==> src/hdl/pcd_pkg.sv <==
`timescale 1ns / 1ps
// ----------------------------------------------------------------------------
// pcd_pkg
// Shared widths, codes, reset values and state encoding of the partition
// claim dispenser.
// ----------------------------------------------------------------------------
package pcd_pkg;

  // Default sizing of the claim map and thread tables
  localparam int DEF_MAX_PARTITIONS = 1024;
  localparam int DEF_MAX_THREADS    = 64;

  // Configuration port
  localparam int PC_W       = 11;
  localparam int TC_W       = 7;
  localparam int CFG_IDX_W  = 1;
  localparam int CFG_DATA_W = 11;

  localparam logic [PC_W-1:0] PC_RESET = 11'd64;
  localparam logic [TC_W-1:0] TC_RESET = 7'd8;

  typedef enum logic [CFG_IDX_W-1:0] {
    CFG_PARTITION_COUNT = 1'b0,
    CFG_THREAD_COUNT    = 1'b1
  } pcd_cfg_idx_e;

  // Request and response fields
  localparam int MODE_W  = 1;
  localparam int TID_W   = 6;
  localparam int PREV_W  = 11;
  localparam int PART_W  = 10;
  localparam int OWNER_W = 6;
  localparam int LEFT_W  = 11;

  typedef enum logic [MODE_W-1:0] {
    MODE_CLAIM     = 1'b0,
    MODE_NEW_ROUND = 1'b1
  } pcd_mode_e;

  // Claim map word geometry
  localparam int WORD_W  = 32;
  localparam int WORD_BW = 5;

  typedef enum logic [3:0] {
    ST_IDLE,
    ST_CLEAR,
    ST_DIV_START,
    ST_DIV_WAIT,
    ST_START_WAIT,
    ST_SCAN_RD,
    ST_SCAN_CHK,
    ST_OWN_RD,
    ST_OWN_CMP,
    ST_LEFT_WR,
    ST_EMIT
  } pcd_state_e;

endpackage

==> src/hdl/pcd_if.sv <==
`timescale 1ns / 1ps
// ----------------------------------------------------------------------------
// pcd_if
// Valid/ready channels of the dispenser: request channel and response channel.
// ----------------------------------------------------------------------------
interface pcd_req_if;
  import pcd_pkg::*;

  logic              valid;
  logic              ready;
  logic [MODE_W-1:0] mode;
  logic [TID_W-1:0]  thread_id;
  logic [PREV_W-1:0] prev_partition;

  modport source (output valid, mode, thread_id, prev_partition, input ready);
  modport sink   (input valid, mode, thread_id, prev_partition, output ready);
endinterface

interface pcd_rsp_if;
  import pcd_pkg::*;

  logic               valid;
  logic               ready;
  logic               found;
  logic [PART_W-1:0]  partition;
  logic [OWNER_W-1:0] owner_thread;
  logic [LEFT_W-1:0]  owner_left;
  logic [LEFT_W-1:0]  partitions_left;

  modport source (output valid, found, partition, owner_thread, owner_left,
                  partitions_left, input ready);
  modport sink   (input valid, found, partition, owner_thread, owner_left,
                  partitions_left, output ready);
endinterface

==> src/hdl/pcd_divider.sv <==
`timescale 1ns / 1ps
// ----------------------------------------------------------------------------
// pcd_divider
// Restoring divider, one quotient bit per cycle, for the per-thread quota.
// ----------------------------------------------------------------------------
module pcd_divider #(
  parameter int  MAX_PARTITIONS = pcd_pkg::DEF_MAX_PARTITIONS,
  parameter int  MAX_THREADS    = pcd_pkg::DEF_MAX_THREADS,
  localparam int CW             = $clog2(MAX_PARTITIONS + 1),
  localparam int RTW            = $clog2(MAX_THREADS + 1)
) (
  input  logic           clk_i,
  input  logic           rst_ni,
  input  logic           start_i,
  input  logic [CW-1:0]  dividend_i,
  input  logic [RTW-1:0] divisor_i,
  output logic           done_o,
  output logic [CW-1:0]  quotient_o
);
  import pcd_pkg::*;

  localparam int SCW = $clog2(CW + 1);

  logic [CW-1:0]  quo_q, quo_d;
  logic [RTW-1:0] rem_q, rem_d;
  logic [RTW-1:0] dsr_q, dsr_d;
  logic [SCW-1:0] cnt_q, cnt_d;
  logic           busy_q, busy_d;
  logic           done_q, done_d;
  logic [RTW:0]   trial;
  logic           qbit;

  always_comb begin
    quo_d  = quo_q;
    rem_d  = rem_q;
    dsr_d  = dsr_q;
    cnt_d  = cnt_q;
    busy_d = busy_q;
    done_d = done_q;
    trial  = {rem_q, quo_q[CW-1]};
    qbit   = 1'b0;
    if (start_i) begin
      quo_d  = dividend_i;
      rem_d  = '0;
      dsr_d  = divisor_i;
      cnt_d  = '0;
      busy_d = 1'b1;
      done_d = 1'b0;
    end else if (busy_q) begin
      if (trial >= {1'b0, dsr_q}) begin
        qbit  = 1'b1;
        rem_d = RTW'(trial - {1'b0, dsr_q});
      end else begin
        rem_d = trial[RTW-1:0];
      end
      quo_d = {quo_q[CW-2:0], qbit};
      cnt_d = cnt_q + 1'b1;
      if (cnt_q == SCW'(CW - 1)) begin
        busy_d = 1'b0;
        done_d = 1'b1;
      end
    end
  end

  always_ff @(posedge clk_i or negedge rst_ni) begin
    if (!rst_ni) begin
      cnt_q  <= '0;
      busy_q <= 1'b0;
      done_q <= 1'b0;
    end else begin
      cnt_q  <= cnt_d;
      busy_q <= busy_d;
      done_q <= done_d;
    end
  end

  always_ff @(posedge clk_i) begin
    quo_q <= quo_d;
    rem_q <= rem_d;
    dsr_q <= dsr_d;
  end

  assign done_o     = done_q;
  assign quotient_o = quo_q;

endmodule

==> src/hdl/partition_claim_dispenser_core.sv <==
`timescale 1ns / 1ps
// ----------------------------------------------------------------------------
// partition_claim_dispenser_core
// Hands out partitions to worker threads from a word-wide claim map, and
// rebuilds the per-thread ranges at the start of each round.
// ----------------------------------------------------------------------------
//
//  channel   dir  handshake          payload
//  -------   ---  ---------          -------
//  req_i     in   valid/ready        mode, thread_id, prev_partition
//  rsp_o     out  valid/ready        found, partition, owner_thread,
//                                    owner_left, partitions_left
//  cfg       in   cfg_we_i (no wait) cfg_idx_i, cfg_wdata_i
//
//  A claim visits the 32-bit map words one per cycle from the map RAM port;
//  the owner lookup is then a binary search over the range-end table.
//  A new round clears the map at one word per cycle, then runs the
//  one-bit-per-cycle quota divider once for each thread of the round.
//  One request at a time: ready is high only in the idle state. A finished
//  response waits in the output register and the next request may be taken
//  meanwhile; a new response is held back until the old one is taken.
//  Reset clears control state only; the map is cleared at each new round and
//  claims before the first round report not found.
// ----------------------------------------------------------------------------
module partition_claim_dispenser_core #(
  parameter int  MAX_PARTITIONS = pcd_pkg::DEF_MAX_PARTITIONS,
  parameter int  MAX_THREADS    = pcd_pkg::DEF_MAX_THREADS
) (
  input  logic                           clk_i,
  input  logic                           rst_ni,
  input  logic                           cfg_we_i,
  input  logic [pcd_pkg::CFG_IDX_W-1:0]  cfg_idx_i,
  input  logic [pcd_pkg::CFG_DATA_W-1:0] cfg_wdata_i,
  pcd_req_if.sink                        req_i,
  pcd_rsp_if.source                      rsp_o
);
  import pcd_pkg::*;

  // Widths that follow from the sizing
  localparam int CW     = $clog2(MAX_PARTITIONS + 1);   // partition counts
  localparam int PW     = $clog2(MAX_PARTITIONS);       // partition index
  localparam int RTW    = $clog2(MAX_THREADS + 1);      // thread counts
  localparam int TW     = (MAX_THREADS > 1) ? $clog2(MAX_THREADS) : 1;
  localparam int NWORDS = (MAX_PARTITIONS + WORD_W - 1) / WORD_W;
  localparam int WA     = (NWORDS > 1) ? $clog2(NWORDS) : 1;
  localparam int IX     = WA + WORD_BW;                 // word address + bit

  // --------------------------------------------------------------------------
  // Configuration registers
  // --------------------------------------------------------------------------
  logic [PC_W-1:0] pc_q;
  logic [TC_W-1:0] tc_q;

  always_ff @(posedge clk_i or negedge rst_ni) begin
    if (!rst_ni) begin
      pc_q <= PC_RESET;
      tc_q <= TC_RESET;
    end else if (cfg_we_i) begin
      unique case (pcd_cfg_idx_e'(cfg_idx_i))
        CFG_PARTITION_COUNT: pc_q <= cfg_wdata_i[PC_W-1:0];
        CFG_THREAD_COUNT:    tc_q <= cfg_wdata_i[TC_W-1:0];
        default: ;
      endcase
    end
  end

  // Saturated counts, with zero threads taken as one, latched at the next new round
  logic [CW-1:0]  rp_new;
  logic [RTW-1:0] rt_new;

  always_comb begin
    if (32'(pc_q) > MAX_PARTITIONS) begin
      rp_new = CW'(MAX_PARTITIONS);
    end else begin
      rp_new = CW'(pc_q);
    end
    if (32'(tc_q) > MAX_THREADS) begin
      rt_new = RTW'(MAX_THREADS);
    end else if (tc_q == '0) begin
      rt_new = RTW'(1);
    end else begin
      rt_new = RTW'(tc_q);
    end
  end

  // --------------------------------------------------------------------------
  // State
  // --------------------------------------------------------------------------
  pcd_state_e     state_q, state_d;
  logic [CW-1:0]  rp_q, rp_d;             // partitions this round
  logic [RTW-1:0] rt_q, rt_d;             // threads this round
  logic [IX-1:0]  rpm1_q, rpm1_d;         // last partition index this round
  logic [TW-1:0]  rtm1_q, rtm1_d;         // last thread index this round
  logic [CW-1:0]  pending_q, pending_d;
  logic           out_valid_q, out_valid_d;

  // Sequencer working registers (payload, no reset)
  logic [WA-1:0]      cw_q, cw_d;         // map word under scan or clear
  logic [WA-1:0]      w0_q, w0_d;         // word of the scan start
  logic [WORD_BW-1:0] off_q, off_d;       // bit of the scan start
  logic               wrap_q, wrap_d;
  logic [TW-1:0]      t_q, t_d;
  logic [CW-1:0]      lparts_q, lparts_d;
  logic [RTW-1:0]     lthr_q, lthr_d;
  logic [CW-1:0]      offset_q, offset_d;
  logic [IX-1:0]      part_q, part_d;
  logic [TW-1:0]      lo_q, lo_d, hi_q, hi_d, mid_q, mid_d;
  logic               found_q, found_d;
  logic [CW-1:0]      oleft_q, oleft_d;

  // Output register
  logic               out_found_q;
  logic [PART_W-1:0]  out_part_q;
  logic [OWNER_W-1:0] out_owner_q;
  logic [LEFT_W-1:0]  out_oleft_q;
  logic [LEFT_W-1:0]  out_pleft_q;
  logic               out_load;

  // --------------------------------------------------------------------------
  // Memories: claim map words and the three thread tables
  // --------------------------------------------------------------------------
  logic [WORD_W-1:0] map_mem [NWORDS];
  logic [PW-1:0]     start_mem [MAX_THREADS];
  logic [CW-1:0]     end_mem [MAX_THREADS];
  logic [CW-1:0]     left_mem [MAX_THREADS];

  logic              map_we;
  logic [WA-1:0]     map_wa, map_ra;
  logic [WORD_W-1:0] map_wd, map_rd_q;
  logic              rng_we;
  logic [TW-1:0]     rng_wa;
  logic [PW-1:0]     start_wd, start_rd_q;
  logic [CW-1:0]     end_wd, end_rd_q;
  logic              left_we;
  logic [TW-1:0]     left_wa, start_ra, end_ra, left_ra;
  logic [CW-1:0]     left_wd, left_rd_q;

  always_ff @(posedge clk_i) begin
    if (map_we) begin
      map_mem[map_wa] <= map_wd;
    end
    map_rd_q <= map_mem[map_ra];
  end

  always_ff @(posedge clk_i) begin
    if (rng_we) begin
      start_mem[rng_wa] <= start_wd;
      end_mem[rng_wa]   <= end_wd;
    end
    start_rd_q <= start_mem[start_ra];
    end_rd_q   <= end_mem[end_ra];
  end

  always_ff @(posedge clk_i) begin
    if (left_we) begin
      left_mem[left_wa] <= left_wd;
    end
    left_rd_q <= left_mem[left_ra];
  end

  // --------------------------------------------------------------------------
  // Quota divider
  // --------------------------------------------------------------------------
  logic          div_start;
  logic          div_done;
  logic [CW-1:0] div_quo;

  pcd_divider #(
    .MAX_PARTITIONS (MAX_PARTITIONS),
    .MAX_THREADS    (MAX_THREADS)
  ) u_divider (
    .clk_i      (clk_i),
    .rst_ni     (rst_ni),
    .start_i    (div_start),
    .dividend_i (lparts_q),
    .divisor_i  (lthr_q),
    .done_o     (div_done),
    .quotient_o (div_quo)
  );

  // --------------------------------------------------------------------------
  // Scan datapath: mask the fetched word to the live window, find first free
  // --------------------------------------------------------------------------
  logic [WORD_W-1:0]  lim_mask, pos_mask, avail;
  logic               scan_hit;
  logic [WORD_BW-1:0] scan_idx;
  logic [WA-1:0]      last_w, cw_nxt;

  assign last_w = rpm1_q[IX-1:WORD_BW];

  always_comb begin
    // Drop bits beyond the round's last partition
    if (cw_q == last_w) begin
      lim_mask = {WORD_W{1'b1}} >> (WORD_BW'(WORD_W - 1) - rpm1_q[WORD_BW-1:0]);
    end else begin
      lim_mask = {WORD_W{1'b1}};
    end
    // First visit of the start word covers bits from the start onward; the
    // revisit after wrapping covers the bits below it
    if (cw_q == w0_q) begin
      if (wrap_q) begin
        pos_mask = ~({WORD_W{1'b1}} << off_q);
      end else begin
        pos_mask = {WORD_W{1'b1}} << off_q;
      end
    end else begin
      pos_mask = {WORD_W{1'b1}};
    end
    avail    = ~map_rd_q & lim_mask & pos_mask;
    scan_hit = |avail;
    scan_idx = '0;
    for (int j = WORD_W - 1; j >= 0; j--) begin
      if (avail[j]) begin
        scan_idx = WORD_BW'(j);
      end
    end
    if (cw_q == last_w) begin
      cw_nxt = '0;
    end else begin
      cw_nxt = cw_q + 1'b1;
    end
  end

  // --------------------------------------------------------------------------
  // Sequencer
  // --------------------------------------------------------------------------
  logic          req_fire;
  logic          prev_oor;
  logic          tid_own;
  logic [IX-1:0] p0;
  logic [TW:0]   lo_hi_sum;

  assign req_i.ready = (state_q == ST_IDLE);
  assign req_fire    = req_i.valid && req_i.ready;
  assign prev_oor    = 32'(req_i.prev_partition) >= 32'(rp_q);
  assign tid_own     = 32'(req_i.thread_id) < 32'(rt_q);
  assign lo_hi_sum   = {1'b0, lo_q} + {1'b0, hi_q};

  always_comb begin
    state_d     = state_q;
    rp_d        = rp_q;
    rt_d        = rt_q;
    rpm1_d      = rpm1_q;
    rtm1_d      = rtm1_q;
    pending_d   = pending_q;
    cw_d        = cw_q;
    w0_d        = w0_q;
    off_d       = off_q;
    wrap_d      = wrap_q;
    t_d         = t_q;
    lparts_d    = lparts_q;
    lthr_d      = lthr_q;
    offset_d    = offset_q;
    part_d      = part_q;
    lo_d        = lo_q;
    hi_d        = hi_q;
    mid_d       = mid_q;
    found_d     = found_q;
    oleft_d     = oleft_q;
    out_load    = 1'b0;
    div_start   = 1'b0;
    p0          = '0;
    map_we      = 1'b0;
    map_wa      = cw_q;
    map_wd      = '0;
    map_ra      = cw_q;
    rng_we      = 1'b0;
    rng_wa      = t_q;
    start_wd    = PW'(offset_q);
    end_wd      = offset_q + div_quo;
    left_we     = 1'b0;
    left_wa     = t_q;
    left_wd     = div_quo;
    start_ra    = TW'(req_i.thread_id);
    end_ra      = mid_q;
    left_ra     = lo_q;

    unique case (state_q)
      ST_IDLE: begin
        if (req_fire) begin
          found_d = 1'b0;
          part_d  = '0;
          oleft_d = '0;
          lo_d    = '0;
          if (req_i.mode == MODE_NEW_ROUND) begin
            // Latch the counts and start the clearing sweep
            rp_d      = rp_new;
            rt_d      = rt_new;
            rpm1_d    = (rp_new == '0) ? '0 : IX'(rp_new - 1'b1);
            rtm1_d    = TW'(rt_new - 1'b1);
            pending_d = rp_new;
            lparts_d  = rp_new;
            lthr_d    = rt_new;
            offset_d  = '0;
            t_d       = '0;
            cw_d      = '0;
            state_d   = ST_CLEAR;
          end else if (pending_q == '0 || rp_q == '0) begin
            state_d = ST_EMIT;
          end else if (prev_oor && tid_own) begin
            // Start from the thread's own range; read issued this edge
            state_d = ST_START_WAIT;
          end else begin
            if (!prev_oor) begin
              p0 = IX'(req_i.prev_partition);
            end
            w0_d    = p0[IX-1:WORD_BW];
            off_d   = p0[WORD_BW-1:0];
            cw_d    = p0[IX-1:WORD_BW];
            wrap_d  = 1'b0;
            state_d = ST_SCAN_RD;
          end
        end
      end

      ST_CLEAR: begin
        map_we = 1'b1;
        map_wd = '0;
        if (cw_q == WA'(NWORDS - 1)) begin
          state_d = ST_DIV_START;
        end else begin
          cw_d = cw_q + 1'b1;
        end
      end

      ST_DIV_START: begin
        div_start = 1'b1;
        state_d   = ST_DIV_WAIT;
      end

      ST_DIV_WAIT: begin
        if (div_done) begin
          rng_we   = 1'b1;
          left_we  = 1'b1;
          offset_d = offset_q + div_quo;
          lparts_d = lparts_q - div_quo;
          lthr_d   = lthr_q - 1'b1;
          if (t_q == rtm1_q) begin
            state_d = ST_EMIT;
          end else begin
            t_d     = t_q + 1'b1;
            state_d = ST_DIV_START;
          end
        end
      end

      ST_START_WAIT: begin
        p0      = IX'(start_rd_q);
        w0_d    = p0[IX-1:WORD_BW];
        off_d   = p0[WORD_BW-1:0];
        cw_d    = p0[IX-1:WORD_BW];
        wrap_d  = 1'b0;
        state_d = ST_SCAN_RD;
      end

      ST_SCAN_RD: begin
        map_ra  = cw_q;
        state_d = ST_SCAN_CHK;
      end

      ST_SCAN_CHK: begin
        if (scan_hit) begin
          // Claim the bit and start the owner search
          map_we    = 1'b1;
          map_wa    = cw_q;
          map_wd    = map_rd_q | (WORD_W'(1) << scan_idx);
          part_d    = {cw_q, scan_idx};
          pending_d = pending_q - 1'b1;
          found_d   = 1'b1;
          lo_d      = '0;
          hi_d      = rtm1_q;
          state_d   = ST_OWN_RD;
        end else begin
          // Fetch the next word straight away
          map_ra = cw_nxt;
          cw_d   = cw_nxt;
          if (cw_q == last_w) begin
            wrap_d = 1'b1;
          end
        end
      end

      ST_OWN_RD: begin
        if (lo_q == hi_q) begin
          left_ra = lo_q;
          state_d = ST_LEFT_WR;
        end else begin
          mid_d   = lo_hi_sum[TW:1];
          end_ra  = lo_hi_sum[TW:1];
          state_d = ST_OWN_CMP;
        end
      end

      ST_OWN_CMP: begin
        if (32'(end_rd_q) > 32'(part_q)) begin
          hi_d = mid_q;
        end else begin
          lo_d = mid_q + 1'b1;
        end
        state_d = ST_OWN_RD;
      end

      ST_LEFT_WR: begin
        // Saturate the owner's count at zero
        left_we = 1'b1;
        left_wa = lo_q;
        left_wd = (left_rd_q == '0) ? '0 : left_rd_q - 1'b1;
        oleft_d = left_wd;
        state_d = ST_EMIT;
      end

      ST_EMIT: begin
        // Hold until the output register is free
        if (!out_valid_q || rsp_o.ready) begin
          out_load = 1'b1;
          state_d  = ST_IDLE;
        end
      end

      default: begin
        state_d = ST_IDLE;
      end
    endcase
  end

  always_comb begin
    if (out_load) begin
      out_valid_d = 1'b1;
    end else if (rsp_o.ready) begin
      out_valid_d = 1'b0;
    end else begin
      out_valid_d = out_valid_q;
    end
  end

  always_ff @(posedge clk_i or negedge rst_ni) begin
    if (!rst_ni) begin
      state_q     <= ST_IDLE;
      rp_q        <= '0;
      rt_q        <= '0;
      rpm1_q      <= '0;
      rtm1_q      <= '0;
      pending_q   <= '0;
      out_valid_q <= 1'b0;
    end else begin
      state_q     <= state_d;
      rp_q        <= rp_d;
      rt_q        <= rt_d;
      rpm1_q      <= rpm1_d;
      rtm1_q      <= rtm1_d;
      pending_q   <= pending_d;
      out_valid_q <= out_valid_d;
    end
  end

  always_ff @(posedge clk_i) begin
    cw_q     <= cw_d;
    w0_q     <= w0_d;
    off_q    <= off_d;
    wrap_q   <= wrap_d;
    t_q      <= t_d;
    lparts_q <= lparts_d;
    lthr_q   <= lthr_d;
    offset_q <= offset_d;
    part_q   <= part_d;
    lo_q     <= lo_d;
    hi_q     <= hi_d;
    mid_q    <= mid_d;
    found_q  <= found_d;
    oleft_q  <= oleft_d;
    if (out_load) begin
      out_found_q <= found_q;
      out_part_q  <= PART_W'(part_q);
      out_owner_q <= OWNER_W'(lo_q);
      out_oleft_q <= LEFT_W'(oleft_q);
      out_pleft_q <= LEFT_W'(pending_q);
    end
  end

  assign rsp_o.valid           = out_valid_q;
  assign rsp_o.found           = out_found_q;
  assign rsp_o.partition       = out_part_q;
  assign rsp_o.owner_thread    = out_owner_q;
  assign rsp_o.owner_left      = out_oleft_q;
  assign rsp_o.partitions_left = out_pleft_q;

  // --------------------------------------------------------------------------
  // Assertions
  // --------------------------------------------------------------------------
  // Never more unclaimed partitions than the round holds
  a_pending_bound: assert property (@(posedge clk_i) disable iff (!rst_ni)
    32'(pending_q) <= 32'(rp_q))
    else $error("pending count exceeds round partition count");

  // A found bit always lies inside the round
  a_hit_in_round: assert property (@(posedge clk_i) disable iff (!rst_ni)
    (state_q == ST_SCAN_CHK && scan_hit) |-> {cw_q, scan_idx} <= rpm1_q)
    else $error("scan claimed a partition beyond the round");

  // Each claim takes exactly one from the pending count
  a_claim_decrement: assert property (@(posedge clk_i) disable iff (!rst_ni)
    (state_q == ST_SCAN_CHK && scan_hit) |=>
      (pending_q == $past(pending_q) - 1'b1 && state_q == ST_OWN_RD))
    else $error("claim did not decrement pending count");

  // Owner search window never inverts
  a_search_window: assert property (@(posedge clk_i) disable iff (!rst_ni)
    (state_q == ST_OWN_RD) |-> (lo_q <= hi_q && hi_q <= rtm1_q))
    else $error("owner search window inverted");

endmodule

==> src/flat_wrapper.sv <==
// flat-port wrapper written by rule: the top's interface ports become plain ports
module partition_claim_dispenser_core_flat import pcd_pkg::*;
#(
  parameter int  MAX_PARTITIONS = pcd_pkg::DEF_MAX_PARTITIONS,
  parameter int  MAX_THREADS    = pcd_pkg::DEF_MAX_THREADS
)
  (clk_i, rst_ni, cfg_we_i, cfg_idx_i, cfg_wdata_i, req_i_valid, req_i_mode, req_i_thread_id, req_i_prev_partition, req_i_ready, rsp_o_valid, rsp_o_found, rsp_o_partition, rsp_o_owner_thread, rsp_o_owner_left, rsp_o_partitions_left, rsp_o_ready);
  pcd_req_if req_i_i ();
  pcd_rsp_if rsp_o_i ();
  input  logic clk_i;
  input  logic rst_ni;
  input  logic cfg_we_i;
  input  logic [pcd_pkg::CFG_IDX_W-1:0] cfg_idx_i;
  input  logic [pcd_pkg::CFG_DATA_W-1:0] cfg_wdata_i;
  input wire logic [$bits(req_i_i.valid)-1:0] req_i_valid;
  input wire logic [$bits(req_i_i.mode)-1:0] req_i_mode;
  input wire logic [$bits(req_i_i.thread_id)-1:0] req_i_thread_id;
  input wire logic [$bits(req_i_i.prev_partition)-1:0] req_i_prev_partition;
  output wire logic [$bits(req_i_i.ready)-1:0] req_i_ready;
  output wire logic [$bits(rsp_o_i.valid)-1:0] rsp_o_valid;
  output wire logic [$bits(rsp_o_i.found)-1:0] rsp_o_found;
  output wire logic [$bits(rsp_o_i.partition)-1:0] rsp_o_partition;
  output wire logic [$bits(rsp_o_i.owner_thread)-1:0] rsp_o_owner_thread;
  output wire logic [$bits(rsp_o_i.owner_left)-1:0] rsp_o_owner_left;
  output wire logic [$bits(rsp_o_i.partitions_left)-1:0] rsp_o_partitions_left;
  input wire logic [$bits(rsp_o_i.ready)-1:0] rsp_o_ready;
  assign req_i_i.valid = req_i_valid;
  assign req_i_i.mode = req_i_mode;
  assign req_i_i.thread_id = req_i_thread_id;
  assign req_i_i.prev_partition = req_i_prev_partition;
  assign req_i_ready = req_i_i.ready;
  assign rsp_o_valid = rsp_o_i.valid;
  assign rsp_o_found = rsp_o_i.found;
  assign rsp_o_partition = rsp_o_i.partition;
  assign rsp_o_owner_thread = rsp_o_i.owner_thread;
  assign rsp_o_owner_left = rsp_o_i.owner_left;
  assign rsp_o_partitions_left = rsp_o_i.partitions_left;
  assign rsp_o_i.ready = rsp_o_ready;
  partition_claim_dispenser_core #(.MAX_PARTITIONS(MAX_PARTITIONS), .MAX_THREADS(MAX_THREADS)) u_core (.clk_i(clk_i), .rst_ni(rst_ni), .cfg_we_i(cfg_we_i), .cfg_idx_i(cfg_idx_i), .cfg_wdata_i(cfg_wdata_i), .req_i(req_i_i), .rsp_o(rsp_o_i));
endmodule
==> config.mk <==
export PLATFORM = sky130hd
export DESIGN_NAME = partition_claim_dispenser_core_flat
export DESIGN_NICKNAME = d
export VERILOG_FILES = /design/src/hdl/pcd_pkg.sv /design/src/hdl/pcd_if.sv /design/src/hdl/pcd_divider.sv /design/src/hdl/partition_claim_dispenser_core.sv /design/src/flat_wrapper.sv
export SDC_FILE = /design/constraint.sdc
export NUM_CORES = 2
export LEC_CHECK = 0
export BUFFER_PORTS_ARGS = -buffer_cell sky130_fd_sc_hd__buf_4
export CAP_MARGIN = 15
export CORE_MARGIN = 4
export CORE_UTILIZATION = 51
export CTS_BUF_LIST = sky130_fd_sc_hd__clkbuf_2 sky130_fd_sc_hd__clkbuf_4 sky130_fd_sc_hd__clkbuf_8
export CTS_CLUSTER_SIZE = 40
export DETAILED_ROUTE_END_ITERATION = 16
export GPL_ROUTABILITY_DRIVEN = 1
export PLACE_DENSITY = 0.68
export SLEW_MARGIN = 20
export SYNTH_ARGS = -nofsm -noshare
export SYNTH_HDL_FRONTEND = slang
export SYNTH_SLANG_ARGS = --single-unit
==> constraint.sdc <==
create_clock -name clk_i -period 12.7 [get_ports clk_i]
set_input_delay 1.27 -clock clk_i [delete_from_list [all_inputs] [get_ports clk_i]]
set_output_delay 1.27 -clock clk_i [all_outputs]
set_load 0.03 [all_outputs]
==> results.sh <==
export IMPL_hold_viol_final=0
export IMPL_ir_drop_mv=0.3353
export IMPL_cts_path_max_buffers=4
export IMPL_slowest_delay_ns=0.89
export IMPL_track_usage_pct=25.04
export IMPL_fmax_ghz=0.1323
export IMPL_rsz0062_at_grt="false"
export IMPL_yosys_area_top_type="edfxtp_1"
export IMPL_multi_input_area_sq_um=33260
export IMPL_tns_ns=0
export IMPL_synth_compound_area_share_pct=4.097
export IMPL_yosys_warnings=0
export IMPL_skew_ns=0.09265
export IMPL_netlist_top_cells_count="edfxtp_1 (3214), nand2_1 (772), mux4_2 (617), mux2i_1 (341), nor2_1 (284)"
export IMPL_yosysUniqueCellTypes=93
export IMPL_synthToLayoutAreaGrowth_pct=12.44
export IMPL_path_cells="xnor2_1 -> and3_1 -> nand2_1 -> o221ai_1 -> o311ai_1 -> nor4_4 -> nand2_2 -> o31ai_4 -> buf_4 -> buf_12 -> buf_4 -> mux2i_1 -> a22oi_1 -> nand4_1 -> a211oi_2"
export IMPL_drive_above_1_share_pct=24.58
export IMPL_gp_congestion=0.8653
export IMPL_worstMarginPinSlew_ns=1.212
export IMPL_regArea_sq_um=99910
export IMPL_max_cap_violations=0
export IMPL_die_w_um=520.6
export IMPL_pin_count=76
export IMPL_clk_pin_slew_ns=0.06
export IMPL_synthCells=7344
export IMPL_cts_sinks=3365
export IMPL_grt_pass1_wl_mm=497.0
export IMPL_p_per_area_nw_per_um2=175.8
export IMPL_startpoint_type="flop"
export IMPL_drtIter0Drc=8103
export IMPL_rows=187
export IMPL_status="finished, final reports clean"
export IMPL_grt_pass1_vias=71440
export IMPL_muxShareOfSynthArea_pct=13.17
export IMPL_core_sq_um=260600
export IMPL_critPathMaxFanout=132
export IMPL_arrival_ns=8.61
export IMPL_synth_cell_area_sq_um=134000
export IMPL_cts_tree="built"
export IMPL_synthFlopType="edfxtp_1"
export IMPL_hpwl_mm=192.7
export IMPL_ant_nets=0
export IMPL_dr_pass1_iters=6
export IMPL_setup_viol=0
export IMPL_syn_area_per_cell_sq_um=18.25
export IMPL_antenna_found_initial=10
export IMPL_slowest_stage="edfxtp_1"
export IMPL_portBuffers=75
export IMPL_gr_total_overflow=0
export IMPL_clk_latency_ns=1.17
export IMPL_drt_wl_total_mm=343.8
export IMPL_n_fill_cell=19300
export IMPL_synthTopCellsByArea="edfxtp_1 (72%), mux4_2 (10%), mux2i_1 (2.5%), nand2_1 (2.2%), dfrtp_1 (1.3%)"
export IMPL_routed_via_density=6.149
export IMPL_yosys_area_top_type_share_pct=72.02
export IMPL_period_share_pct=59.52
export IMPL_synth_edf_count=3214
export IMPL_yosys_area_share_xor_xnor_pct=0.5882
export IMPL_final_nets=7838
export IMPL_via_count=71670
export IMPL_dieArea_sq_um=271000
export IMPL_relSlewSlack_pct=19.19
export IMPL_cts_buffers_inserted=547
export IMPL_p_leak_nw=49.53
export IMPL_critPathMostFrequentCell="buf_4"
export IMPL_yosysSeqAreaShare_pct=74.55
export IMPL_ctsHoldBuffers=0
export IMPL_die_h_um=520.6
export IMPL_post_cts_resized=0
export IMPL_synth_nets=7456
export IMPL_synthSimpleGateAreaFrac_pct=5.248
export IMPL_cp_required_ns=13.75
export IMPL_synth_top_family_by_area="multiplexers"
export IMPL_cts_post_setup_buffers_inserted=0
export IMPL_end_kind="flop"
export IMPL_grt_max_degree=197
export IMPL_synth_fa_ha_area_share_pct=0.7413
export IMPL_cts_root_buffer="clkbuf_8"
export IMPL_drc=0
export IMPL_drv_slew=0
export IMPL_synthArstFlopShare_pct=2.199
export IMPL_initial_utilization_pct=51.42
export IMPL_post_drt_wl_per_cell_um=29.50
export IMPL_htreeDepth=6
export IMPL_path_class="flop to flop"
export IMPL_synth_most_common_cell="edfxtp_1"
export IMPL_hold_class="input port to async pin"
export IMPL_synth_ff_latch_count=3365
export IMPL_utilization_pct=57.81
export IMPL_layout_min_cycle_time_ns=7.559
[flip-flops by register name, indices dropped and copies added (netlist names), 10 cells and up]
name	count
u_core.end_mem	704
u_core.end_rd_q	11
u_core.left_mem	704
u_core.left_rd_q	11
u_core.lparts_q	11
u_core.map_mem	1024
u_core.map_rd_q	32
u_core.offset_q	11
u_core.oleft_q	11
u_core.part_q	10
u_core.pc_q	11
u_core.pending_q	11
u_core.rp_q	11
u_core.rpm1_q	10
u_core.rsp_o.owner_left	11
u_core.rsp_o.partition	10
u_core.rsp_o.partitions_left	11
u_core.start_mem	640
u_core.start_rd_q	10
u_core.u_divider.quotient_o	11
[path summary, 6_finish.rpt]
check	endpoint	depth (start not counted)	startpoint	slack [ns]
max	u_core.map_rd_q[26]	15	u_core.cw_q[3]	5.14
min	u_core.pending_q[4]	1	rst_ni	0.15
max reg2reg	u_core.map_rd_q[26]	15	u_core.cw_q[3]	5.14
min reg2reg	u_core.rsp_o.owner_left[2]	0	u_core.oleft_q[2]	0.42
max in group asynchronous	u_core.rt_q[1]	1	rst_ni	12.03
min in group clk_i	u_core.pc_q[10]	2	cfg_wdata_i[10]	0.35
[stage by stage]
stage / total power [mW] / setup WS [ns] / hold slack, ns / instance area, sq um / std cells
2_1_floorplan: 15.84 / 6.400 / 0.4003 / 134000 / 7344
3_3_place_gp: 17.18 / 5.540 / 0.4079 / 139500 / 10670
3_5_place_dp: 17.35 / 5.279 / 0.4083 / 139500 / 10670
4_1_cts: 26.65 / 5.258 / 0.2167 / 150500 / 11650
5_1_grt: 27.45 / 4.745 / 0.1630 / 150700 / 11650
6_report: 26.50 / 5.141 / 0.1507 / 150700 / 11660
[critical path: cells and delay by family, from the launching register on]
kind	cells	cell delay, ns
flip-flops	1	0.89
buffers and inverters	3	2.14
XOR/XNOR	1	0.22
multiplexers	1	0.21
AND/OR/NAND/NOR	5	2.24
AO/OA/AOI/OAI	5	1.46
[metal layers]
layer	vias to the layer above	track usage, %	share of wire, %
li1	30270	-	-
met1	37090	33.85	38
met2	3587	40.46	49
met3	724	4.447	8.3
met4	0	10.70	4.4
met5	-	0	0
[power by group]
group | leakage, nW | internal, mW | switching [mW]
logic | 13.3 | 0.782 | 2.47
registers | 30.5 | 13.6 | 0.227
clock network | 5.76 | 5.08 | 4.29
[cell families (layout without fill, tap and decap cells)]
logic type,Yosys count,after routing
AOI/OAI and AO/OA,759,759
xor gates and xnor gates,90,90
adders and majority gates,77,77
buffers and inverters,489,1297
DFF,3365,3365
muxes,988,988
other,0,7
and+or+nand+nor,1576,1576
[cell usage in the layout, fill, tap and decap left out, drive strengths merged, types with 143 or more instances in the layout]
master  synthesis  routed
edfxtp       3214    3214
clkbuf        228     782
nand2         774     774
mux4          617     617
mux2i         341     341
nor2          285     285
buf           171     232
nand3         185     185
o21ai         145     145
clkinv          1     143
[area by class of cell]
type | count | share of cell area [%]
inverters | 90 | 0.2258
clock buffers | 782 | 6.279
repair buffers | 232 | 1.228
diodes | 7 | 0.01162
clock inverters | 193 | 0.9789
flip-flops and latches | 3365 | 66.30
multi-input cells | 3490 | 22.07
well taps | 3496 | 2.903
No activity file was read; power rests on OpenSTA's default activity.
